### config.mk
export PLATFORM = sky130hd
export DESIGN_NAME = vsm_derive
export DESIGN_NICKNAME = d
export VERILOG_FILES = /design/src/hw/rtl/vsm_pkg.sv /design/src/hw/rtl/vsm_derive.sv
export SDC_FILE = /design/constraint.sdc
export NUM_CORES = 1
export LEC_CHECK = 0
export BUFFER_PORTS_ARGS = -buffer_cell sky130_fd_sc_hd__buf_2
export CAP_MARGIN = 20
export CORE_MARGIN = 2
export CORE_UTILIZATION = 50
export CTS_BUF_LIST = sky130_fd_sc_hd__clkbuf_16
export CTS_CLUSTER_DIAMETER = 150
export DETAILED_ROUTE_END_ITERATION = 6
export PLACE_DENSITY_LB_ADDON = 0.25
export SETUP_SLACK_MARGIN = 0.02
export SYNTH_ARGS = -nofsm -noshare
export SYNTH_HDL_FRONTEND = slang
export SYNTH_SLANG_ARGS = --single-unit
### constraint.sdc
create_clock -name clock -period 42.7 [get_ports clock]
set_clock_uncertainty 0.1 [all_clocks]
set_input_delay 2.135 -clock clock [delete_from_list [all_inputs] [get_ports clock]]
set_output_delay 2.135 -clock clock [all_outputs]
set_load 0.02 [all_outputs]
### src/hw/rtl/vsm_pkg.sv
`timescale 1ns / 1ps
// shared constants, register codes and types of the view sharing mask
package vsm_pkg;

   localparam int READOUT_MAX = 4096;
   localparam int FRAME_MAX   = 256;
   localparam int SHAPE_MAX   = 8;

   localparam int VAL_W  = 40;
   localparam int FRAC_W = 16;
   localparam int DIV_W  = VAL_W + 1;
   localparam int DC_W   = 27;
   localparam int ADDR_W = 5;

   localparam logic [2:0] REG_MODE           = 3'd0;
   localparam logic [2:0] REG_WIDTH_CENTER   = 3'd1;
   localparam logic [2:0] REG_WIDTH_EDGE     = 3'd2;
   localparam logic [2:0] REG_SHAPE_POWER    = 3'd3;
   localparam logic [2:0] REG_CURRENT_FRAME  = 3'd4;
   localparam logic [2:0] REG_FRAME_COUNT    = 3'd5;
   localparam logic [2:0] REG_READOUT_LENGTH = 3'd6;

   localparam logic [1:0] MODE_NONE    = 2'd0;
   localparam logic [1:0] MODE_SLIDING = 2'd1;
   localparam logic [1:0] MODE_TORNADO = 2'd2;

   typedef struct packed {
      logic [1:0]  mode;
      logic [7:0]  width_center;
      logic [8:0]  width_edge;
      logic [3:0]  shape_power;
      logic [7:0]  current_frame;
      logic [8:0]  frame_count;
      logic [12:0] readout_length;
   } cfg_type;

   typedef struct packed {
      logic signed [VAL_W-1:0] h;
      logic signed [VAL_W-1:0] cc;
      logic signed [VAL_W-1:0] fcl;
      logic signed [VAL_W-1:0] fcr;
   } derive_type;

endpackage

### src/hw/rtl/vsm_derive.sv
`timescale 1ns / 1ps
// per-configuration tornado geometry: center step divider and skirt widths
module vsm_derive #(
   parameter int FRAME_MAX = vsm_pkg::FRAME_MAX
) (
   input  logic                clock,
   input  logic                reset,
   input  vsm_pkg::cfg_type    cfg,
   input  logic                start,
   output vsm_pkg::derive_type drv,
   output logic                busy
);

   localparam int VAL_W = vsm_pkg::VAL_W;
   localparam int DC_W  = vsm_pkg::DC_W;
   localparam int CNT_W = $clog2(DC_W + 2);

   logic [8:0]               f_q;
   logic [8:0]               den;
   logic signed [10:0]       a0, b0, a_s, b_s, b_c, f_s;
   logic signed [11:0]       d_ab, fa;
   logic [10:0]              fa_abs;
   logic [DC_W-1:0]          n_mag;
   logic signed [VAL_W-1:0]  h_c, fc_c, f16, cc_in, l_c, r_c, fcl_c, fcr_c;
   logic signed [DC_W:0]     dc;
   logic signed [DC_W+9:0]   prod;
   logic [9:0]               rem2, rem_dif;
   logic                     ge;

   logic                     busy_ff;
   logic [CNT_W-1:0]         cnt_ff;
   logic [8:0]               rem_ff;
   logic [DC_W-1:0]          quo_ff;
   logic                     neg_ff;
   logic signed [VAL_W-1:0]  h_ff, cc_ff, fcl_ff, fcr_ff;

   always_comb begin
      if (cfg.frame_count < 9'd2) begin
         f_q = 9'd2;
      end else if (int'(cfg.frame_count) > FRAME_MAX) begin
         f_q = 9'(FRAME_MAX);
      end else begin
         f_q = cfg.frame_count;
      end
      f_s = $signed({2'b00, f_q});
      a0  = $signed({3'b000, cfg.width_center});
      b0  = $signed({{2{cfg.width_edge[8]}}, cfg.width_edge});
      if (a0 == b0) begin
         a_s = a0;
         b_s = b0 + 11'sd1;
      end else if (a0 > b0) begin
         a_s = b0;
         b_s = a0;
      end else begin
         a_s = a0;
         b_s = b0;
      end
      b_c    = (b_s > f_s) ? f_s : b_s;
      d_ab   = {b_c[10], b_c} - {a_s[10], a_s};
      fa     = {f_s[10], f_s} - {a_s[10], a_s};
      fa_abs = fa[11] ? 11'(-fa) : fa[10:0];
      n_mag  = {fa_abs, 16'd0};
      den    = f_q - 9'd1;
      h_c    = $signed({{(VAL_W-26){a_s[10]}}, a_s, 15'd0});
      fc_c   = $signed({{(VAL_W-27){d_ab[11]}}, d_ab, 15'd0});
      f16    = $signed({{(VAL_W-25){1'b0}}, f_q, 16'd0});
   end

   // one quotient bit per cycle
   assign rem2    = {rem_ff, quo_ff[DC_W-1]};
   assign ge      = rem2 >= {1'b0, den};
   assign rem_dif = rem2 - {1'b0, den};

   always_comb begin
      dc    = neg_ff ? -$signed({1'b0, quo_ff}) : $signed({1'b0, quo_ff});
      prod  = dc * $signed({1'b0, cfg.current_frame});
      cc_in = h_c + VAL_W'(prod);
      l_c   = cc_ff - h_c - fc_c;
      r_c   = cc_ff + h_c + fc_c - f16;
      fcl_c = fc_c;
      fcr_c = fc_c;
      if (l_c < 0) begin
         fcl_c = fcl_c + l_c;
         fcr_c = fcr_c - l_c;
      end
      if (r_c > 0) begin
         fcr_c = fcr_c - r_c;
         fcl_c = fcl_c + r_c;
      end
   end

   always_ff @(posedge clock) begin
      if (reset) begin
         busy_ff <= 1'b0;
         cnt_ff  <= '0;
      end else if (start) begin
         busy_ff <= 1'b1;
         cnt_ff  <= '0;
      end else if (busy_ff) begin
         cnt_ff <= cnt_ff + CNT_W'(1);
         if (cnt_ff == CNT_W'(DC_W + 1)) begin
            busy_ff <= 1'b0;
         end
      end
   end

   always_ff @(posedge clock) begin
      if (start) begin
         rem_ff <= '0;
         quo_ff <= n_mag;
         neg_ff <= fa[11];
      end else if (busy_ff) begin
         if (cnt_ff < CNT_W'(DC_W)) begin
            rem_ff <= ge ? rem_dif[8:0] : rem2[8:0];
            quo_ff <= {quo_ff[DC_W-2:0], ge};
         end else if (cnt_ff == CNT_W'(DC_W)) begin
            cc_ff <= cc_in;
         end else begin
            h_ff   <= h_c;
            fcl_ff <= fcl_c;
            fcr_ff <= fcr_c;
         end
      end
   end

   assign drv.h   = h_ff;
   assign drv.cc  = cc_ff;
   assign drv.fcl = fcl_ff;
   assign drv.fcr = fcr_ff;
   assign busy    = busy_ff;

   a_full_pass: assert property (@(posedge clock) disable iff (reset)
      $fell(busy_ff) |-> $past(cnt_ff) == CNT_W'(DC_W + 1))
      else $error("geometry update ended early");

endmodule

==> metrics.md <==
| Metric | Value |
|---|---|
| I/O Buffers | between 150 and 200 |
| Largest net degree at the start of global routing | between 100 and 150 |
| Fin crit share | 38.6% |
| Mapped Area | between 20000 and 30000 µm² |
| Initial core utilization | 50.2% |
| CP startpoint | cfg[42] |
| GRT Total Usage | roughly 24% |
| Type of the worst setup path | in -> reg |
| Status | completed |
| Register area share after synthesis | between 10% and 20% |
| Post-synthesis register bit count | about 170 |
| Vias per cell | about 5.5 |
| Max stage delay on crit path | roughly 0.73 ns |
| Grt ovf | 0 |
| Min setup slack post-route | 26.24 ns |
| CTS Hold Bufs | 0 |
| Main synth FF type | edfxtp_1 |
| TritonCTS Buffers | 17 |
| Worst hold start | quo_ff[4] |
| Final setup fails | 0 |
| Critical Path Fanout Max | 49 |
| TritonCTS clock tree | built |
| Num rows | 89 |
| Die Area | 60900 µm² |
| Routability cong. | about 0.93 |
| Commonest non-fill, non-tap cell in the layout | inv_1 |
| Final TNS setup | 0 ns |
| R2R Setup Slk | 34.21 ns |
| Drt drc | 0 |
| 1st-pass router iterations | 6 |
| Area leader, netlist | fa_1 |
| Setup crit end kind | register |
| Fin crit period | around 16 ns |
| Yosys warns | 0 |
| Synth async-reset ratio | 0% |
| FF-to-FF Start | cc_ff[3] |
| Die W | ~250 µm |
| Relative slew slack | a little over a quarter |
| First-pass GRT wire length | around 120 mm |
| Critical Path End | fcl_ff[38] |
| Clock Pin Slew Worst Setup and Hold Paths | ~0.080 ns |
| Share of cells above drive strength 1 | a little under 9% |
| Placed wire-length estimate | approximately 60 mm |
| Most frequent cells in the layout | inv_1, ha_1, nand2_1, fa_1, a21oi_1 |
| Area share of the largest cell type after synthesis | approximately 17% |
| Met2 GRT Util | between 40% and 50% |
| Crit-path slowest cell | mux2i_1 |
| Nets | 4281 |
| Setup repair bufs after CTS | 0 |
| Vias in the first global route | 23500 |
| F_max | between 0.06 and 0.07 GHz |
| Least-Margin Pin Slew | about 1.1 ns |
| Worst reg-to-reg path cell count | 30 |
| WL final | between 70 and 80 mm |
| Layout area overhead | 7.04% |
| Netlist cell types | between 90 and 100 |
| Post-route ant nets | 0 |
| Worst EP arrival | around 17 ns |
| Cells after synthesis | 3493 |
| Critical path data required time | approximately 43 ns |
| Hold slack | roughly 0.40 ns |
| Root Driver | clkbuf_16 |
| Final Hold Vio Count | 0 |
| Setup WS pre-CTS | around 26 ns |
| Initial antenna violation count | 1 |
| Crit Reg-Reg Endpoint | fcr_ff[39] |
| Synth area leaders | fa_1, ha_1, edfxtp_1, inv_1, xnor2_1 |
| H-Tree Depth | 4 |
| Clock buffer depth | 2 |
| Clock latency on the worst-skew pair | between 0.5 and 0.6 ns |
| Initial drt markers | roughly 1300 |
| Post-synth EDFFs | approximately 140 |
| Max cap viols | 0 |
| Die Span Y | 247 µm |
| Total number of vias | 24000 |
| GR peak layer | met2 |
| Met1 GRT Util | roughly a third |
| Top cell by count, worst path | o21ai_0 |
| Slew Limit Fails | 0 |
| Avg Cell Area, Syn | approximately 8.4 µm² |
| GR Util met3 | between 3 and 4% |
| RSZ-0062 raised after global routing | false |
| Core area | around 60000 µm² |
| # IOs | between 200 and 250 |
| TritonCTS Sinks | approximately 170 |
| Min-delay worst type | reg -> reg |
| CP startpoint kind | primary input |
| Routed length per instance | around 17 µm |
| Antenna diodes | 0 |
| Post-CTS Resized | 0 |
state kept, by name, indices dropped and copies added (netlist names):
signal	count
rem_ff	9
cnt_ff	5
fcl_ff	40
busy	1
quo_ff	27
neg_ff	1
h_ff	9
fcr_ff	39
cc_ff	38
critical path, delay by kind of cell:
family	cells	cell delay (ns)
compound gates	33	7.36
buf+inv	6	2.11
simple gates	12	1.95
fa+ha+maj	5	1.88
mux	3	1.15
kinds of logic (layout without fill, tap and decap cells):
kind of cell	Yosys count	in the layout	synth area share, %
XOR/XNOR	269	269	7.99
adder cells (fa/ha/maj)	620	620	32.6
AO/OA/AOI/OAI	798	798	17.4
flip-flops	169	169	16.2
AND/OR/NAND/NOR	988	988	16.5
multiplexers	26	26	0.942
other	1	16	0.0127
buffers and inverters	622	732	8.43
cells in the mapped netlist (all sizes together) (36+ instances only):
cell	instances
a21o	83
a21oi	235
and2	137
buf	53
clkbuf	75
edfxtp	138
fa	245
ha	375
inv	492
nand2	331
nand3	51
nor2	180
nor2b	48
nor3	61
o21a	36
o21ai	193
o21bai	47
xnor2	183
xor2	86
metal layers:
metal,vias to the layer above,wire (µm)
met5,-,13
met4,2,1910
met3,93,2820
met2,476,34000
met1,11400,33800
li1,12000,-
metrics by stage:
stage               util [%]  instances  area, µm²
CTS                     53.7       4389      31500
global placement        52.8       4357      31000
floorplan                  -       3508      29500
detailed placement      52.8       4357      31000
finish                  53.8       4391      31600
global route            53.8       4391      31600
cell type report:
class | instances | area (µm²)
tap | 773 | 967
sequential | 169 | 4760
clock buffer | 17 | 425
timing repair buffer | 206 | 1090
fill | 5488 | 27100
multi-input combinational | 2717 | 22300
clock inverter | 15 | 130
inverter | 494 | 1850
worst min-delay path by stage:
stage	to	depth (start not counted)	slack [ns]
2_1_floorplan	quo_ff[9]	2	0.36
3_3_place_gp	quo_ff[9]	2	0.38
3_5_place_dp	quo_ff[5]	2	0.39
4_1_cts	quo_ff[5]	2	0.40
5_1_grt	quo_ff[8]	2	0.43
6_report	quo_ff[5]	2	0.40
Power is left out: the tool's default activity adds up to more than one toggle a clock period on the data nets, which glitch-free logic cannot reach.
