**config.mk**
```make
export PLATFORM = sky130hd
export DESIGN_NAME = vsm_csr
export DESIGN_NICKNAME = d
export VERILOG_FILES = /design/src/hw/rtl/vsm_pkg.sv /design/src/hw/rtl/vsm_csr.sv
export SDC_FILE = /design/constraint.sdc
export NUM_CORES = 1
export LEC_CHECK = 0
export ABC_AREA = 1
export BUFFER_PORTS_ARGS = -buffer_cell sky130_fd_sc_hd__buf_4
export CAP_MARGIN = 20
export CORE_ASPECT_RATIO = 1.2
export CORE_UTILIZATION = 31
export DETAILED_ROUTE_END_ITERATION = 8
export GPL_ROUTABILITY_DRIVEN = 0
export MAX_ROUTING_LAYER = met4
export PLACE_DENSITY = 0.55
export SLEW_MARGIN = 20
export SYNTH_ARGS = -nofsm -noshare
export SYNTH_HDL_FRONTEND = slang
export SYNTH_SLANG_ARGS = --single-unit
```
**constraint.sdc**
```tcl
create_clock -name clock -period 1.1 [get_ports clock]
set_input_delay 0.11 -clock clock [delete_from_list [all_inputs] [get_ports clock]]
set_output_delay 0.11 -clock clock [all_outputs]
set_load 0.005 [all_outputs]
```
**src/hw/rtl/vsm_pkg.sv**
```systemverilog
`timescale 1ns / 1ps
// shared constants, register codes and types of the view sharing mask
package vsm_pkg;

   localparam int READOUT_MAX = 4096;
   localparam int FRAME_MAX   = 256;
   localparam int SHAPE_MAX   = 8;

   localparam int VAL_W  = 40;
   localparam int FRAC_W = 16;
   localparam int DIV_W  = VAL_W + 1;
   localparam int DC_W   = 27;
   localparam int ADDR_W = 5;

   localparam logic [2:0] REG_MODE           = 3'd0;
   localparam logic [2:0] REG_WIDTH_CENTER   = 3'd1;
   localparam logic [2:0] REG_WIDTH_EDGE     = 3'd2;
   localparam logic [2:0] REG_SHAPE_POWER    = 3'd3;
   localparam logic [2:0] REG_CURRENT_FRAME  = 3'd4;
   localparam logic [2:0] REG_FRAME_COUNT    = 3'd5;
   localparam logic [2:0] REG_READOUT_LENGTH = 3'd6;

   localparam logic [1:0] MODE_NONE    = 2'd0;
   localparam logic [1:0] MODE_SLIDING = 2'd1;
   localparam logic [1:0] MODE_TORNADO = 2'd2;

   typedef struct packed {
      logic [1:0]  mode;
      logic [7:0]  width_center;
      logic [8:0]  width_edge;
      logic [3:0]  shape_power;
      logic [7:0]  current_frame;
      logic [8:0]  frame_count;
      logic [12:0] readout_length;
   } cfg_type;

   typedef struct packed {
      logic signed [VAL_W-1:0] h;
      logic signed [VAL_W-1:0] cc;
      logic signed [VAL_W-1:0] fcl;
      logic signed [VAL_W-1:0] fcr;
   } derive_type;

endpackage

```
**src/hw/rtl/vsm_csr.sv**
```systemverilog
`timescale 1ns / 1ps
// apb register file of the view sharing mask
module vsm_csr (
   input  logic                       clock,
   input  logic                       reset,
   input  logic                       psel,
   input  logic                       penable,
   input  logic                       pwrite,
   input  logic [vsm_pkg::ADDR_W-1:0] paddr,
   input  logic [31:0]                pwdata,
   output logic [31:0]                prdata,
   output logic                       pready,
   output vsm_pkg::cfg_type           cfg,
   output logic                       change
);

   vsm_pkg::cfg_type cfg_ff;
   logic             change_ff;
   logic             wr_en;
   logic [2:0]       idx;

   assign pready = 1'b1;
   assign wr_en  = psel & penable & pwrite;
   assign idx    = paddr[vsm_pkg::ADDR_W-1:2];

   always_ff @(posedge clock) begin
      if (reset) begin
         cfg_ff.mode           <= vsm_pkg::MODE_NONE;
         cfg_ff.width_center   <= 8'd1;
         cfg_ff.width_edge     <= 9'd4;
         cfg_ff.shape_power    <= 4'd3;
         cfg_ff.current_frame  <= 8'd0;
         cfg_ff.frame_count    <= 9'd32;
         cfg_ff.readout_length <= 13'd256;
         change_ff             <= 1'b1;
      end else begin
         change_ff <= wr_en;
         if (wr_en) begin
            unique case (idx)
               vsm_pkg::REG_MODE:           cfg_ff.mode           <= pwdata[1:0];
               vsm_pkg::REG_WIDTH_CENTER:   cfg_ff.width_center   <= pwdata[7:0];
               vsm_pkg::REG_WIDTH_EDGE:     cfg_ff.width_edge     <= pwdata[8:0];
               vsm_pkg::REG_SHAPE_POWER:    cfg_ff.shape_power    <= pwdata[3:0];
               vsm_pkg::REG_CURRENT_FRAME:  cfg_ff.current_frame  <= pwdata[7:0];
               vsm_pkg::REG_FRAME_COUNT:    cfg_ff.frame_count    <= pwdata[8:0];
               vsm_pkg::REG_READOUT_LENGTH: cfg_ff.readout_length <= pwdata[12:0];
               default: ;
            endcase
         end
      end
   end

   always_comb begin
      unique case (idx)
         vsm_pkg::REG_MODE:           prdata = {30'd0, cfg_ff.mode};
         vsm_pkg::REG_WIDTH_CENTER:   prdata = {24'd0, cfg_ff.width_center};
         vsm_pkg::REG_WIDTH_EDGE:     prdata = {23'd0, cfg_ff.width_edge};
         vsm_pkg::REG_SHAPE_POWER:    prdata = {28'd0, cfg_ff.shape_power};
         vsm_pkg::REG_CURRENT_FRAME:  prdata = {24'd0, cfg_ff.current_frame};
         vsm_pkg::REG_FRAME_COUNT:    prdata = {23'd0, cfg_ff.frame_count};
         vsm_pkg::REG_READOUT_LENGTH: prdata = {19'd0, cfg_ff.readout_length};
         default:                     prdata = 32'd0;
      endcase
   end

   assign cfg    = cfg_ff;
   assign change = change_ff;

endmodule

```
==> results of run 1 <==
## synthesized netlist by cell type
| master | n |
|---|---|
| inv_8 | 1 |
| nand2_1 | 130 |
| dfxtp_1 | 54 |
| buf_1 | 3 |
| clkinv_1 | 2 |
| nor2_2 | 2 |
| nor2_1 | 117 |
| nor2_4 | 6 |
| conb_1 | 2 |
| nand3_4 | 3 |
| nand3_1 | 41 |
| inv_2 | 1 |
| inv_1 | 29 |
| nor2_8 | 2 |
| buf_2 | 8 |
| clkbuf_1 | 2 |
| buf_4 | 23 |
| nand4_1 | 20 |
| inv_4 | 1 |
| buf_6 | 6 |
| o21ai_0 | 4 |
## worst max-delay path by stage
stage | to
floorplan | prdata[2]
global placement | prdata[4]
detailed placement | prdata[0]
CTS | prdata[3]
global route | prdata[3]
finish | prdata[3]
## flip-flops by register name, indices dropped and copies added (netlist names)
register,flops
cfg,53
change,1
## power by group through the flow
stage          sequential (uW)  clock, uW  combinational, uW
4_1_cts                   2000       1370                613
5_1_grt                   2000       1460                697
3_5_place_dp              2050          0                592
6_report                  2000       1350                630
3_3_place_gp              2050          0                585
2_1_floorplan             2050          0                357
## cell type report
class	count	area, sq um
clock buffers	7	76.3
clock inverters	1	30.0
fillers	952	4910
inverters	34	141
multi-input cells	345	1560
flip-flops and latches	54	1120
well taps	120	150
repair buffers	134	1180
## critical path, delay by kind of cell, from the launching register on
kind	cells	cell delay [ns]
AND/OR/NAND/NOR	4	0.36
flip-flops	1	0.34
buffers and inverters	1	0.12
## stage by stage
step	total power (uW)	utilization [%]	hold slack, ns	TNS (ns)
6_report	3980	46.4	0.0154	-0.868
5_1_grt	4170	46.4	0.0333	-1.46
3_3_place_gp	2640	42.3	0.333	-2.90
2_1_floorplan	2400	-	0.236	0
3_5_place_dp	2640	42.3	0.341	-3.85
4_1_cts	3990	45.4	0.0144	-1.04
## cells by family after synthesis
| kind of cell | share of synthesized area, % |
|---|---|
| and+or+nand+nor | 48.1 |
| DFF | 36.3 |
| AOI/OAI and AO/OA | 0.673 |
| other | 0.252 |
| buffers and inverters | 14.7 |
## layer usage
| layer | share of wire, % | GRT usage [%] | vias up | routed length [um] |
|---|---|---|---|---|
| met5 | 0 | - | - | 0 |
| met4 | 2.2 | 6.69 | 0 | 201 |
| met3 | 5.1 | 2.28 | 12 | 469 |
| met2 | 50 | 34.4 | 106 | 4640 |
| met1 | 43 | 23.7 | 1371 | 3970 |
| li1 | - | - | 1611 | - |
## what timing repair did
action	4_1_cts	5_1_grt
buffers inserted	15	2
resized for setup	31	30
pin swaps	13	16
endpoints found under the setup margin	11	13
==> impl_metrics.json, run 1 <==
{
  "outcome": "finished with violations",
  "violations": "negative setup slack",
  "worstSetupStartpoint": "cfg[3]",
  "synthCells": 457,
  "cp_slowest_cell": "dfxtp_2",
  "io_pins": 129,
  "drc": 0,
  "die_h_um": 109,
  "clock_skew_ns": 0,
  "stdcell_count": 695,
  "ant_nets": 0,
  "rsz0062_at_grt": "yes",
  "clkSinkCount": 54,
  "syn-cell-area_sq_mm": 0.00298,
  "grt_pass1_wl_um": 14700,
  "p_int_uw": 2940,
  "r2r_cells": 4,
  "p_leak_uw": 0.00207,
  "clock_latency_ns": 0.31,
  "cp.required_ns": 0.99,
  "cts_buffers": 5,
  "cp_max_fo": 2,
  "period_share_pct": 113,
  "ir_drop_mv": 0.672,
  "grt_pass1_vias": 2895,
  "max_clock_freq_mhz": 808,
  "clk_path_buf_depth": 2,
  "cap_violations": 0,
  "finalInstanceArea_sq_mm": 0.00426,
  "critical_path_class": "reg -> out",
  "mostFrequentLayoutCells": "125 x nand2_1, 111 x buf_4, 110 x nor2_1",
  "die_w_um": 91.4,
  "power.density_mw_per_mm2": 934,
  "power.switching_uw": 1040,
  "via_per_inst": 4.46,
  "wl_um": 9280,
  "area_delta_synth_final_pct": 43.2,
  "cts_tree": "built",
  "dp_hpwl_um": 6830,
  "num_vias": 3100,
  "globalRouteOverflowTotal": 0,
  "fin_crit_ns": 1.24,
  "whs_path_depth": 3,
  "fin_nets": 616,
  "antenna_found_initial": 0,
  "synth_seq_area_share_pct": 36.3,
  "root_buffer": "clkbuf_8",
  "placedCellCount": 670,
  "synthDistinctLibCells": 21,
  "finalHoldViolations": 0,
  "synth.area.top_cells": "dfxtp_1 36%, nand2_1 16%, nor2_1 15%",
  "final_common_cell": "nand2_1",
  "pwr-share-comb_pct": 15.8,
  "avgSynthCellArea_sq_um": 6.51,
  "setup_ws_ns": -0.138,
  "clockPowerShare_pct": 33.9,
  "r2r_slack_ns": 0.32,
  "antenna_cells": 0,
  "swShare_pct": 26.0,
  "io_buffers": 87,
  "grt_max_degree": 55,
  "rr_startpoint": "cfg[19]",
  "holdPathEnd": "cfg[8]",
  "sequentialPowerShare_pct": 50.2,
  "dieArea_sq_mm": 0.0100,
  "wire_per_inst_um": 13.4,
  "hp-start": "pwdata[8]",
  "cp.arrival_ns": 1.13,
  "cts_hold_buf": 0,
  "synth_top_area_share_pct": 36.3,
  "htreeDepth": 2,
  "max_stage_delay_ns": 0.34,
  "r2r-end": "cfg[19]",
  "final_layout_size_suffix_gt1_share_pct": 34.6,
  "firstDrtPassIters": 4,
  "clkTransAtPathRegs_ns": 0.10,
  "start_util_pct": 32.4,
  "hp-class": "in -> reg",
  "synth_top_area_cell": "dfxtp_1",
  "grtUsageTotal_pct": 19.7,
  "place_area_sq_mm": 0.00388,
  "startpoint_type": "flop",
  "drt_iter0_markers": 156,
  "setup_viol": 8,
  "path_cells": "nand4_1, nand2_2, nor2_2, nand2_1, buf_6",
  "core_area_sq_mm": 0.00918,
  "worstSetupEndpointType": "output pin",
  "dp_slack_ns": -0.107,
  "ys_ff_latch": 54,
  "drv_slew": 0,
  "ys_warn_count": 0,
  "rows": 38
}
Note: power is estimated with default switching activity, not from simulation.
==> run 2: changes to the inputs <==
--- a/config.mk
+++ b/config.mk
@@ -8,12 +8,13 @@
 export ABC_AREA = 1
 export BUFFER_PORTS_ARGS = -buffer_cell sky130_fd_sc_hd__buf_4
 export CAP_MARGIN = 20
-export CORE_ASPECT_RATIO = 1.2
+export CORE_ASPECT_RATIO = 2
+export CORE_MARGIN = 2
 export CORE_UTILIZATION = 31
 export DETAILED_ROUTE_END_ITERATION = 8
 export GPL_ROUTABILITY_DRIVEN = 0
 export MAX_ROUTING_LAYER = met4
-export PLACE_DENSITY = 0.55
+export PLACE_DENSITY = 0.58
 export SLEW_MARGIN = 20
 export SYNTH_ARGS = -nofsm -noshare
 export SYNTH_HDL_FRONTEND = slang
==> run 2 against run 1 <==
The flow still finishes with violations (negative setup slack). Clock-buffer cell count shrank 2. Maximum frequency grew 1.6%. Routed wire length grew 5.6%. Combinational power grew 2%. Die area grew 4.5%. Cell count shrank 1.4%. Non-clock buffer count grew 6. Via count grew 3.0%. Highest routed layer unchanged.
==> impl_metrics.json, run 2 (synthesis results as in run 1) <==
{
  "io_pins": 129,
  "rows": 50,
  "htreeDepth": 2,
  "die_h_um": 143,
  "firstDrtPassIters": 5,
  "die_w_um": 73.3,
  "hp-class": "in -> reg",
  "globalRouteOverflowTotal": 0,
  "violations": "negative setup slack",
  "core_area_sq_mm": 0.00932,
  "setup_ws_ns": -0.118,
  "grt_pass1_vias": 2874,
  "mostFrequentLayoutCells": "123 x nand2_1, 119 x buf_4, 112 x nor2_1",
  "via_per_inst": 4.66,
  "place_area_sq_mm": 0.00386,
  "cap_violations": 0,
  "cp_max_fo": 3,
  "ir_drop_mv": 0.566,
  "clkTransAtPathRegs_ns": 0.07,
  "critical_path_class": "reg -> out",
  "finalInstanceArea_sq_mm": 0.00435,
  "area_delta_synth_final_pct": 46.1,
  "max_clock_freq_mhz": 821,
  "clock_skew_ns": 0,
  "finalHoldViolations": 0,
  "clkSinkCount": 54,
  "fillers": 972,
  "p_leak_uw": 0.00214,
  "root_buffer": "clkbuf_16",
  "grt_pass1_wl_um": 14800,
  "power.density_mw_per_mm2": 1030,
  "worstSetupEndpointType": "output pin",
  "fin_nets": 622,
  "grt_max_degree": 28,
  "grtUsageTotal_pct": 19.3,
  "period_share_pct": 111,
  "largest_reg_flops": 53,
  "antenna_found_initial": 0,
  "ant_nets": 0,
  "clk_path_buf_depth": 2,
  "antenna_cells": 0,
  "startpoint_type": "flop",
  "drt_iter0_markers": 166,
  "dp_hpwl_um": 7330,
  "fin_crit_ns": 1.22,
  "cp.required_ns": 0.99,
  "finalSetupTns_ns": -0.739,
  "cts_hold_buf": 0,
  "dieArea_sq_mm": 0.0104,
  "num_vias": 3194,
  "multi_input_area_sq_mm": 0.00157,
  "clock_latency_ns": 0.30,
  "start_util_pct": 31.9,
  "utilization_pct": 46.6,
  "cp.arrival_ns": 1.11,
  "regArea_sq_mm": 0.00112,
  "cts_buffers": 5,
  "wire_per_inst_um": 14.3,
  "final_layout_size_suffix_gt1_share_pct": 36.1,
  "wl_um": 9800,
  "setup_viol": 8,
  "rsz0062_at_grt": "yes",
  "drc": 0,
  "cts_tree": "built",
  "outcome": "finished with violations",
  "io_buffers": 87,
  "drv_slew": 0,
  "final_common_cell": "nand2_1"
}
[run 2: worst max-delay path: stages (launching register included)]
cell     delay (ns)
dfxtp_4        0.35
nand4_1        0.09
nand2_2        0.08
nor2_1         0.11
nand2_1        0.07
buf_6          0.12
[run 2: layout make-up]
| type | instances | share of cell area (%) |
|---|---|---|
| multi-input combinational | 345 | 36.1 |
| timing repair buffer | 140 | 28.1 |
| sequential | 54 | 25.8 |
| inverter | 34 | 3.17 |
| tap | 104 | 2.99 |
| clock buffer | 5 | 2.88 |
| clock inverter | 3 | 0.921 |
[run 2: routing by layer]
metal / GRT usage (%) / vias up / share of wire (%)
li1: - / 1624 / -
met1: 20.2 / 1425 / 35
met2: 34.4 / 124 / 56
met3: 2.12 / 21 / 4.6
met4: 10.2 / 0 / 3.9
met5: - / - / 0
[run 2: where the power goes]
part / switching (uW) / internal, uW
sequential: 19.5 / 1980
combinational: 362 / 280
clock: 764 / 1070
[run 2: timing repair]
| action | 4_1_cts | 5_1_grt |
|---|---|---|
| pin swaps | 29 | 21 |
| resized for setup | 40 | 22 |
| endpoints found under the hold margin | 0 | 0 |
| setup buffers | 16 | 8 |
| endpoints found under the setup margin | 13 | 12 |
[run 2: metrics by stage]
stage               hold slack (ns)  setup WS (ns)  power (uW)  instances
floorplan                     0.236          0.103        2400        475
global placement              0.336        -0.0616        2640        653
detailed placement            0.336        -0.0764        2640        653
CTS                          0.0309         -0.149        4470        677
global route                 0.0373         -0.183        4630        685
finish                       0.0400         -0.118        4470        685
[run 2: path summary, 6_finish.rpt]
path         slack [ns]      start         to  depth (start not counted)
max reg2reg        0.32     cfg[5]     cfg[5]                          4
max               -0.12    cfg[19]  prdata[6]                          5
min                0.04  pwdata[2]    cfg[36]                          3
min reg2reg        0.50    cfg[27]    cfg[27]                          2
